$ cat config.mk
export PLATFORM = sky130hd
export DESIGN_NAME = polynomial_syntax_checker_unit
export DESIGN_NICKNAME = d
export VERILOG_FILES = /design/src/rtl/core/psc_pkg.sv /design/src/rtl/core/psc_step.sv /design/src/rtl/core/polynomial_syntax_checker_unit.sv
export VERILOG_INCLUDE_DIRS = /design/src /design/src/rtl/core
export SDC_FILE = /design/constraint.sdc
export NUM_CORES = 1
export LEC_CHECK = 0
export BUFFER_PORTS_ARGS = -buffer_cell sky130_fd_sc_hd__buf_2
export CORE_UTILIZATION = 57
export CTS_BUF_LIST = sky130_fd_sc_hd__clkbuf_8
export CTS_CLUSTER_SIZE = 16
export DETAILED_ROUTE_END_ITERATION = 6
export GPL_TIMING_DRIVEN = 0
export MAX_ROUTING_LAYER = met4
export PLACE_DENSITY = 0.83
export SLEW_MARGIN = 20
export SYNTH_ARGS = -nofsm -noshare
export SYNTH_HDL_FRONTEND = slang
export SYNTH_SLANG_ARGS = --single-unit
$ cat constraint.sdc
create_clock -name i_clk -period 2.95 [get_ports i_clk]
set_clock_uncertainty 0.05 [all_clocks]
set_input_delay 0.1475 -clock i_clk [delete_from_list [all_inputs] [get_ports i_clk]]
set_output_delay 0.1475 -clock i_clk [all_outputs]
set_load 0.005 [all_outputs]
$ cat src/rtl/core/assert_macros.svh
// Assertion macros shared by the checker RTL.
`ifndef ASSERT_MACROS_SVH
`define ASSERT_MACROS_SVH

// Property that must hold at every clock edge outside reset.
`define PSC_ASSERT(label, clk, rst_n, prop) \
    label: assert property (@(posedge clk) disable iff (!rst_n) prop) \
        else $error("psc assertion failed");

// Condition that must never be true outside reset.
`define PSC_NEVER(label, clk, rst_n, expr) \
    `PSC_ASSERT(label, clk, rst_n, !(expr))

`endif

$ cat src/rtl/core/psc_pkg.sv
// Types, codes and character constants of the polynomial syntax checker.
package psc_pkg;

    // Width of the character position counter.
    localparam int unsigned POS_BITS = 16;
    localparam int unsigned LETTER_COUNT = 26;

    // Character codes the parser recognizes.
    localparam logic [7:0] CH_MINUS   = 8'h2D;
    localparam logic [7:0] CH_PLUS    = 8'h2B;
    localparam logic [7:0] CH_CARET   = 8'h5E;
    localparam logic [7:0] CH_LOW_A   = 8'h61;
    localparam logic [7:0] CH_LOW_Z   = 8'h7A;
    localparam logic [7:0] CH_DIGIT_0 = 8'h30;
    localparam logic [7:0] CH_DIGIT_9 = 8'h39;
    localparam logic [7:0] CH_SPACE   = 8'h20;

    // Input commands.
    typedef enum logic {
        CMD_CHAR = 1'b0,
        CMD_END  = 1'b1
    } t_cmd;

    // Error codes reported on the output.
    typedef enum logic [2:0] {
        ERR_NONE         = 3'd0,
        ERR_TERM_START   = 3'd1,
        ERR_REPEAT_VAR   = 3'd2,
        ERR_AFTER_NUMBER = 3'd3,
        ERR_AFTER_VAR    = 3'd4,
        ERR_NO_EXP_DIGIT = 3'd5
    } t_err;

    // Parser phase, one-hot.
    typedef enum logic [5:0] {
        PH_START = 6'b000001,
        PH_SIGN  = 6'b000010,
        PH_COEF  = 6'b000100,
        PH_VAR   = 6'b001000,
        PH_CARET = 6'b010000,
        PH_EXPO  = 6'b100000
    } t_phase;

    // One input transfer.
    typedef struct packed {
        logic       command;
        logic [7:0] character;
    } t_in_item;

    // One result transfer.
    typedef struct packed {
        logic                finished;
        logic [2:0]          error_code;
        logic [POS_BITS-1:0] error_position;
        logic [7:0]          error_character;
    } t_out_item;

    // Parser state carried from one character to the next.
    typedef struct packed {
        t_phase                  phase;
        logic [LETTER_COUNT-1:0] letters;
        logic [POS_BITS-1:0]     char_index;
        t_err                    code;
        logic [POS_BITS-1:0]     position;
        logic [7:0]              chr;
    } t_state;

endpackage

$ cat src/rtl/core/psc_step.sv
// Next-state and result logic for one character or end-of-input item.
module psc_step (
    input  psc_pkg::t_state    i_state,
    input  psc_pkg::t_in_item  i_item,
    output psc_pkg::t_state    o_next,
    output psc_pkg::t_out_item o_result
);
    import psc_pkg::*;

    logic [7:0]              w_c;
    logic                    w_digit;
    logic                    w_letter;
    logic                    w_sign;
    logic [4:0]              w_letter_idx;
    logic [LETTER_COUNT-1:0] w_letter_bit;
    logic                    w_repeat;
    t_err                    w_err;
    t_phase                  w_phase;
    logic [LETTER_COUNT-1:0] w_letters;

    // Character classes.
    assign w_c          = i_item.character;
    assign w_digit      = (w_c >= CH_DIGIT_0) && (w_c <= CH_DIGIT_9);
    assign w_letter     = (w_c >= CH_LOW_A) && (w_c <= CH_LOW_Z);
    assign w_sign       = (w_c == CH_PLUS) || (w_c == CH_MINUS);
    assign w_letter_idx = 5'(w_c - CH_LOW_A);
    assign w_letter_bit = LETTER_COUNT'(1) << w_letter_idx;
    assign w_repeat     = |(i_state.letters & w_letter_bit);

    // Phase transition for a character; an error leaves phase and mask alone.
    always_comb begin
        w_err     = ERR_NONE;
        w_phase   = i_state.phase;
        w_letters = i_state.letters;
        unique case (i_state.phase)
            PH_SIGN, PH_COEF: begin
                if (i_state.phase == PH_COEF && w_sign) begin
                    w_letters = '0;
                    w_phase   = PH_SIGN;
                end else if (w_digit) begin
                    w_phase = PH_COEF;
                end else if (w_letter) begin
                    if (w_repeat) begin
                        w_err = ERR_REPEAT_VAR;
                    end else begin
                        w_letters = i_state.letters | w_letter_bit;
                        w_phase   = PH_VAR;
                    end
                end else begin
                    w_err = (i_state.phase == PH_COEF) ? ERR_AFTER_NUMBER : ERR_TERM_START;
                end
            end
            PH_VAR, PH_EXPO: begin
                if (w_sign) begin
                    w_letters = '0;
                    w_phase   = PH_SIGN;
                end else if (w_letter) begin
                    if (w_repeat) begin
                        w_err = ERR_REPEAT_VAR;
                    end else begin
                        w_letters = i_state.letters | w_letter_bit;
                        w_phase   = PH_VAR;
                    end
                end else if (i_state.phase == PH_VAR && w_c == CH_CARET) begin
                    w_phase = PH_CARET;
                end else if (i_state.phase == PH_EXPO && w_digit) begin
                    w_phase = PH_EXPO;
                end else begin
                    w_err = (i_state.phase == PH_VAR) ? ERR_AFTER_VAR : ERR_AFTER_NUMBER;
                end
            end
            PH_CARET: begin
                if (w_digit) begin
                    w_phase = PH_EXPO;
                end else begin
                    w_err = ERR_NO_EXP_DIGIT;
                end
            end
            default: begin
                // Start of expression; unused codes behave the same way.
                if (w_c == CH_MINUS) begin
                    w_letters = '0;
                    w_phase   = PH_SIGN;
                end else if (w_digit) begin
                    w_phase = PH_COEF;
                end else if (w_letter) begin
                    if (w_repeat) begin
                        w_err = ERR_REPEAT_VAR;
                    end else begin
                        w_letters = i_state.letters | w_letter_bit;
                        w_phase   = PH_VAR;
                    end
                end else begin
                    w_err = ERR_TERM_START;
                end
            end
        endcase
    end

    // State update and result for the item.
    always_comb begin
        t_state l_latched;
        l_latched = i_state;
        o_next    = i_state;
        if (i_item.command == CMD_CHAR) begin
            if (i_state.code == ERR_NONE) begin
                if (w_err != ERR_NONE) begin
                    l_latched.code     = w_err;
                    l_latched.position = i_state.char_index;
                    l_latched.chr      = w_c;
                end else begin
                    l_latched.phase   = w_phase;
                    l_latched.letters = w_letters;
                end
            end
            // The position counter saturates at its top value.
            if (i_state.char_index != '1) begin
                l_latched.char_index = i_state.char_index + 1'b1;
            end
            o_next = l_latched;
        end else begin
            // End of input: check the final phase, then return to reset.
            if (i_state.code == ERR_NONE) begin
                if (i_state.phase == PH_CARET) begin
                    l_latched.code     = ERR_NO_EXP_DIGIT;
                    l_latched.position = i_state.char_index;
                    l_latched.chr      = CH_SPACE;
                end else if (i_state.phase != PH_COEF && i_state.phase != PH_VAR &&
                             i_state.phase != PH_EXPO) begin
                    l_latched.code     = ERR_TERM_START;
                    l_latched.position = i_state.char_index;
                    l_latched.chr      = CH_SPACE;
                end
            end
            o_next.phase      = PH_START;
            o_next.letters    = '0;
            o_next.char_index = '0;
            o_next.code       = ERR_NONE;
            o_next.position   = '0;
            o_next.chr        = '0;
        end
        o_result.finished        = (i_item.command == CMD_END);
        o_result.error_code      = l_latched.code;
        o_result.error_position  = l_latched.position;
        o_result.error_character = l_latched.chr;
    end

endmodule

$ cat src/rtl/core/polynomial_syntax_checker_unit.sv
// Polynomial syntax checker top level: parser state plus a two-entry result buffer.
// A result is registered into the output register, or into the skid register while the output register is full.
// Throughput: one character or end-of-input item per cycle while the skid register is empty.
// The result register and a skid register let input transfers continue while a result waits.
// Reset (synchronous, active low) clears the parser state and empties the result buffer.
module polynomial_syntax_checker_unit (
    input  logic               i_clk,
    input  logic               i_rst_n,
    input  logic               i_in_valid,
    output logic               o_in_ready,
    input  psc_pkg::t_in_item  i_in_data,
    output logic               o_out_valid,
    input  logic               i_out_ready,
    output psc_pkg::t_out_item o_out_data
);
    import psc_pkg::*;

    t_state    r_state;
    t_state    n_state;
    t_out_item w_result;
    t_out_item r_out;
    t_out_item n_out;
    t_out_item r_skid;
    t_out_item n_skid;
    logic      r_out_valid;
    logic      n_out_valid;
    logic      r_skid_valid;
    logic      n_skid_valid;
    logic      w_in_xfer;
    logic      w_out_xfer;

    // Per-item parser logic.
    psc_step u_step (
        .i_state  (r_state),
        .i_item   (i_in_data),
        .o_next   (n_state),
        .o_result (w_result)
    );

    assign o_in_ready  = !r_skid_valid;
    assign w_in_xfer   = i_in_valid && o_in_ready;
    assign o_out_valid = r_out_valid;
    assign o_out_data  = r_out;
    assign w_out_xfer  = r_out_valid && i_out_ready;

    // Parser state advances on every input transfer.
    always_ff @(posedge i_clk) begin
        if (!i_rst_n) begin
            r_state.phase      <= PH_START;
            r_state.letters    <= '0;
            r_state.char_index <= '0;
            r_state.code       <= ERR_NONE;
            r_state.position   <= '0;
            r_state.chr        <= '0;
        end else if (w_in_xfer) begin
            r_state <= n_state;
        end
    end

    // Result buffer: the skid entry refills the output register when it drains.
    always_comb begin
        n_out_valid  = r_out_valid;
        n_out        = r_out;
        n_skid_valid = r_skid_valid;
        n_skid       = r_skid;
        if (w_out_xfer) begin
            if (r_skid_valid) begin
                n_out        = r_skid;
                n_skid_valid = 1'b0;
            end else begin
                n_out_valid = 1'b0;
            end
        end
        if (w_in_xfer) begin
            if (!n_out_valid) begin
                n_out_valid = 1'b1;
                n_out       = w_result;
            end else begin
                n_skid_valid = 1'b1;
                n_skid       = w_result;
            end
        end
    end

    always_ff @(posedge i_clk) begin
        if (!i_rst_n) begin
            r_out_valid  <= 1'b0;
            r_skid_valid <= 1'b0;
        end else begin
            r_out_valid  <= n_out_valid;
            r_skid_valid <= n_skid_valid;
        end
    end

    always_ff @(posedge i_clk) begin
        r_out  <= n_out;
        r_skid <= n_skid;
    end

`include "assert_macros.svh"

    // The skid entry is only ever filled behind a full output register.
    `PSC_NEVER(a_skid_behind_out, i_clk, i_rst_n, r_skid_valid && !r_out_valid)

    // An end-of-input transfer returns the parser to its reset state.
    `PSC_ASSERT(a_end_resets, i_clk, i_rst_n,
        (w_in_xfer && i_in_data.command == CMD_END) |=>
        (r_state.phase == PH_START && r_state.letters == '0 &&
         r_state.char_index == '0 && r_state.code == ERR_NONE))

    // A latched error stays put while further characters arrive.
    `PSC_ASSERT(a_error_sticky, i_clk, i_rst_n,
        (w_in_xfer && i_in_data.command == CMD_CHAR && r_state.code != ERR_NONE) |=>
        (r_state.code == $past(r_state.code) && r_state.position == $past(r_state.position)))

    // Every input transfer leaves a result waiting in the next cycle.
    `PSC_ASSERT(a_result_follows, i_clk, i_rst_n, w_in_xfer |=> r_out_valid)

endmodule

==> run_results.csv <==
group,metric,value,unit
outcome,status,"finished clean",
worst_setup_path,slowest_delay,600,ps
detailed_routing,wl,20700,um
final_layout,antenna_cells,0,
worst_setup_path,cp_slowest_cell,"or4_4",
sta,slew-limit-headroom,30.0,%
clock_tree,cts_tree,"yes",
pwr,powerDensity,505,nW/um^2
logic_synthesis,yosysTopAreaCell,"dfxtp_1",
clock_tree,cts-root-buf,"clkbuf_8",
sta,setup_viol,0,
sta,fmax,0.346,GHz
logic_synthesis,synthTopCellsByArea,"dfxtp_1 (29%), edfxtp_1 (12%), nand2_1 (6.7%)",
worst_setup_path,cpLargestDelayFamily,"simple AND/OR/NAND/NOR gates",
detailed_routing,antenna_left,0,
final_layout,syn_to_final_growth,19.6,%
clock_tree,insertion_delay,460,ps
final_layout,nets,916,
sta,fin_setup_tns,0,ps
detailed_routing,firstDrtPassIters,5,
pwr,leakagePower,3.34,nW
grt,grt_pass1_wl,32400,um
logic_synthesis,synthDominantCellAreaShare,29.3,%
sta,slew_viol_final,0,
logic_synthesis,synth_nets,838,
sta,hold_violations,0,
logic_synthesis,ys_types,85,
final_layout,fillCellCount,956,
logic_synthesis,synth.avg_cell_area,8.72,um^2
clock_tree,clk_path_buf_depth,2,
final_layout,drive_above_1_share,20.5,%
worst_setup_path,crit_required,3110,ps
grt,grt_overflow_total,0,
pwr,clkPwrFrac,39.4,%
logic_synthesis,ys_ff_latch,133,
worst_setup_path,start_kind,"register",
floorplanning,core,12200,um^2
pwr,switchingPower,1.23,mW
logic_synthesis,ys_seq_area_share,41.0,%
clock_tree,h-tree-depth,4,
worst_setup_path,critPathKind,"reg -> reg",
floorplanning,die_y,114,um
logic_synthesis,synthArstFlopShare,0,%
sta,period_needed,2890,ps
final_layout,instances_no_fill,1082,
grt,grt.busiest_layer,"met2",
pwr,p_int,3.11,mW
sta,tightest_slew,1030,ps
detailed_routing,wl_per_cell,19.1,um
grt,grtUsageMet2,52.2,%
worst_setup_path,cp_max_fo,10,
grt,grt_max_degree,20,
placed_design,dp_cells,1033,
floorplanning,dieArea,13100,um^2
logic_synthesis,syn_area,7180,um^2
detailed_routing,drt-initial-drc-count,688,
logic_synthesis,synth-warning-count,0,
final_layout,final_util,70.6,%
floorplanning,dieWidth,114,um
grt,grt.total_usage,33.0,%
pwr,p_total,4.34,mW
job,max_cap_viol_count,0,
detailed_routing,vias,6872,
worst_setup_path,crit_buf_inv,2,
detailed_routing,drc,0,
clock_tree,cts_sinks,133,
min_path,hp-class,"in -> reg",
worst_setup_path,crit_chain,"or4_4, or3_4, a31o_4, and4_1, buf_2, buf_6, o31ai_2, nand2_1",
grt,use_met1,41.3,%
worst_setup_path,endpoint_kind,"register",
logic_synthesis,synth_edf_count,28,
floorplanning,ios,43,
worst_setup_path,arrival,3050,ps
sta,finalCritPeriodShare,98.0,%
pwr,p_sw_share,28.3,%
grt,antenna_found_initial,0,
floorplanning,rows,40,
pwr,pwr-share-seq,45.6,%
floorplanning,start_util,59.0,%
logic_synthesis,synth-main-ff-cell,"dfxtp_1",
placed_design,port_buffers,40,
clock_tree,cts_made_buffers,17,
grt,grtUsageMet3,6.14,%
clock_tree,cts.clk_slew.worst_paths,80,ps
placed_design,dp_hpwl,14000,um
pwr,combPwrFrac,15.0,%
detailed_routing,vias_per_cell,6.35,
logic_synthesis,syn_inst,823,
grt,grt_pass1_vias,6438,
pwr,vdd_drop_max,262,uV
placed_design,globalplace.congestion,0.983,
[per-layer routing]
metal,wire length (um),vias up
met3,1500,53
met4,608,0
met1,8830,3261
li1,-,3230
met5,0,-
met2,9780,328
[cell families (layout without fill, tap and decap cells)]
group	after synthesis	after routing	synth area share (%)
xor gates and xnor gates	17	17	2.07
buffers and inverters	78	169	4.97
and+or+nand+nor	330	330	23.2
DFF	133	133	41.0
adders and majority gates	2	2	0.348
muxes	15	15	2.27
AOI/OAI and AO/OA	248	248	26.2
[Yosys cell counts, types with 4 or more instances]
cell type / number
clkbuf_1: 38
or4_1: 4
nand2_1: 129
a211oi_1: 13
buf_4: 5
xor2_1: 9
nand3_1: 19
or3_1: 5
o21ai_0: 46
mux2_2: 5
edfxtp_1: 28
o31ai_1: 9
and4_1: 4
a21oi_1: 32
a21o_1: 11
o211ai_1: 4
nor3b_1: 9
xnor2_1: 8
nand4_1: 24
nor2b_1: 7
mux2i_1: 8
and3_1: 26
dfxtp_1: 105
buf_6: 4
inv_1: 14
buf_1: 4
a221oi_1: 4
nor3_1: 15
a211oi_2: 10
a31oi_1: 39
o31ai_2: 10
a22o_1: 25
and2_1: 5
a221o_1: 9
nor2_1: 57
buf_2: 12
nand2b_1: 5
[flip-flops by register name (all words and copies together) (netlist names)]
name          cells
o_out_data       28
o_out_valid       1
r_skid_valid      1
r_skid           28
r_state          75
[layout by cell type, fill, tap and decap left out, types with 5 or more instances in the layout]
master    Yosys  routed
and3_1       26      26
a31oi_1      39      37
a221o_1       9       9
nand3_1      19      18
a211oi_2     10      10
nand4_1      24      24
o21ai_0      46      46
buf_2        12      50
nor3b_1       9       5
xor2_1        9       9
nand2b_1      5       5
o31ai_1       9       9
xnor2_1       8       8
mux2i_1       8       8
buf_6         4       7
inv_1        14      15
nor2b_1       7       7
dfxtp_1     105     105
a21o_1       11      11
and2_1        5       5
mux2_2        5       5
nor3_1       15      14
a22o_1       25      25
a211oi_1     13      13
edfxtp_1     28      28
buf_4         5      15
o31ai_4       1       9
a21oi_1      32      31
nand2_1     129     128
clkbuf_1     38      31
nor2_1       57      55
clkbuf_8      0      18
[stage by stage]
step | instance area [um^2] | hold slack [ps] | worst slack (ps)
2_1_floorplan | 7230 | 193 | 0.0233
3_3_place_gp | 7640 | 296 | -956
6_report | 8590 | 33.6 | 58.9
4_1_cts | 8270 | 8.51 | 2.40
5_1_grt | 8590 | 28.9 | -48.7
3_5_place_dp | 7690 | 301 | -1030
[final timing paths]
kind / startpoint / endpoint / slack (ps) / depth (start not counted)
worst max-delay path: r_state[69]$_SDFFE_PN1P_ / r_skid[22]$_DFFE_PP_ / 60 / 8
worst min-delay path: i_in_data[6] / r_state[6]$_SDFFE_PN0P_ / 30 / 2
worst max register to register: r_state[69]$_SDFFE_PN1P_ / r_skid[22]$_DFFE_PP_ / 60 / 8
worst min register to register: r_state[10]$_SDFFE_PN0P_ / r_state[10]$_SDFFE_PN0P_ / 440 / 1
[final cells by class]
type	count	area, um^2	share of cell area (%)
timing repair buffer	61	432	5.02
clock buffer	17	234	2.72
buffer	61	347	4.03
sequential	133	2940	34.3
multi-input combinational	612	4170	48.5
clock inverter	15	201	2.34
tap	168	210	2.45
inverter	15	56.3	0.655
[power by group through the flow]
stage / registers, mW / logic [mW] / clock network, mW
floorplan: 2.02 / 0.383 / 0
global placement: 2.02 / 0.570 / 0
detailed placement: 2.02 / 0.583 / 0
CTS: 1.98 / 0.603 / 1.71
global route: 1.99 / 0.706 / 1.79
finish: 1.98 / 0.652 / 1.71
[what timing repair did]
item,in CTS,in global routing
buffers inserted,3,11
pin swaps,5,14
gates cloned,0,1
hold endpoints to repair,3,0
hold buffers,4,0
endpoints found under the setup margin,103,98
resized for setup,15,38
Power figures use the tool's default switching activity.
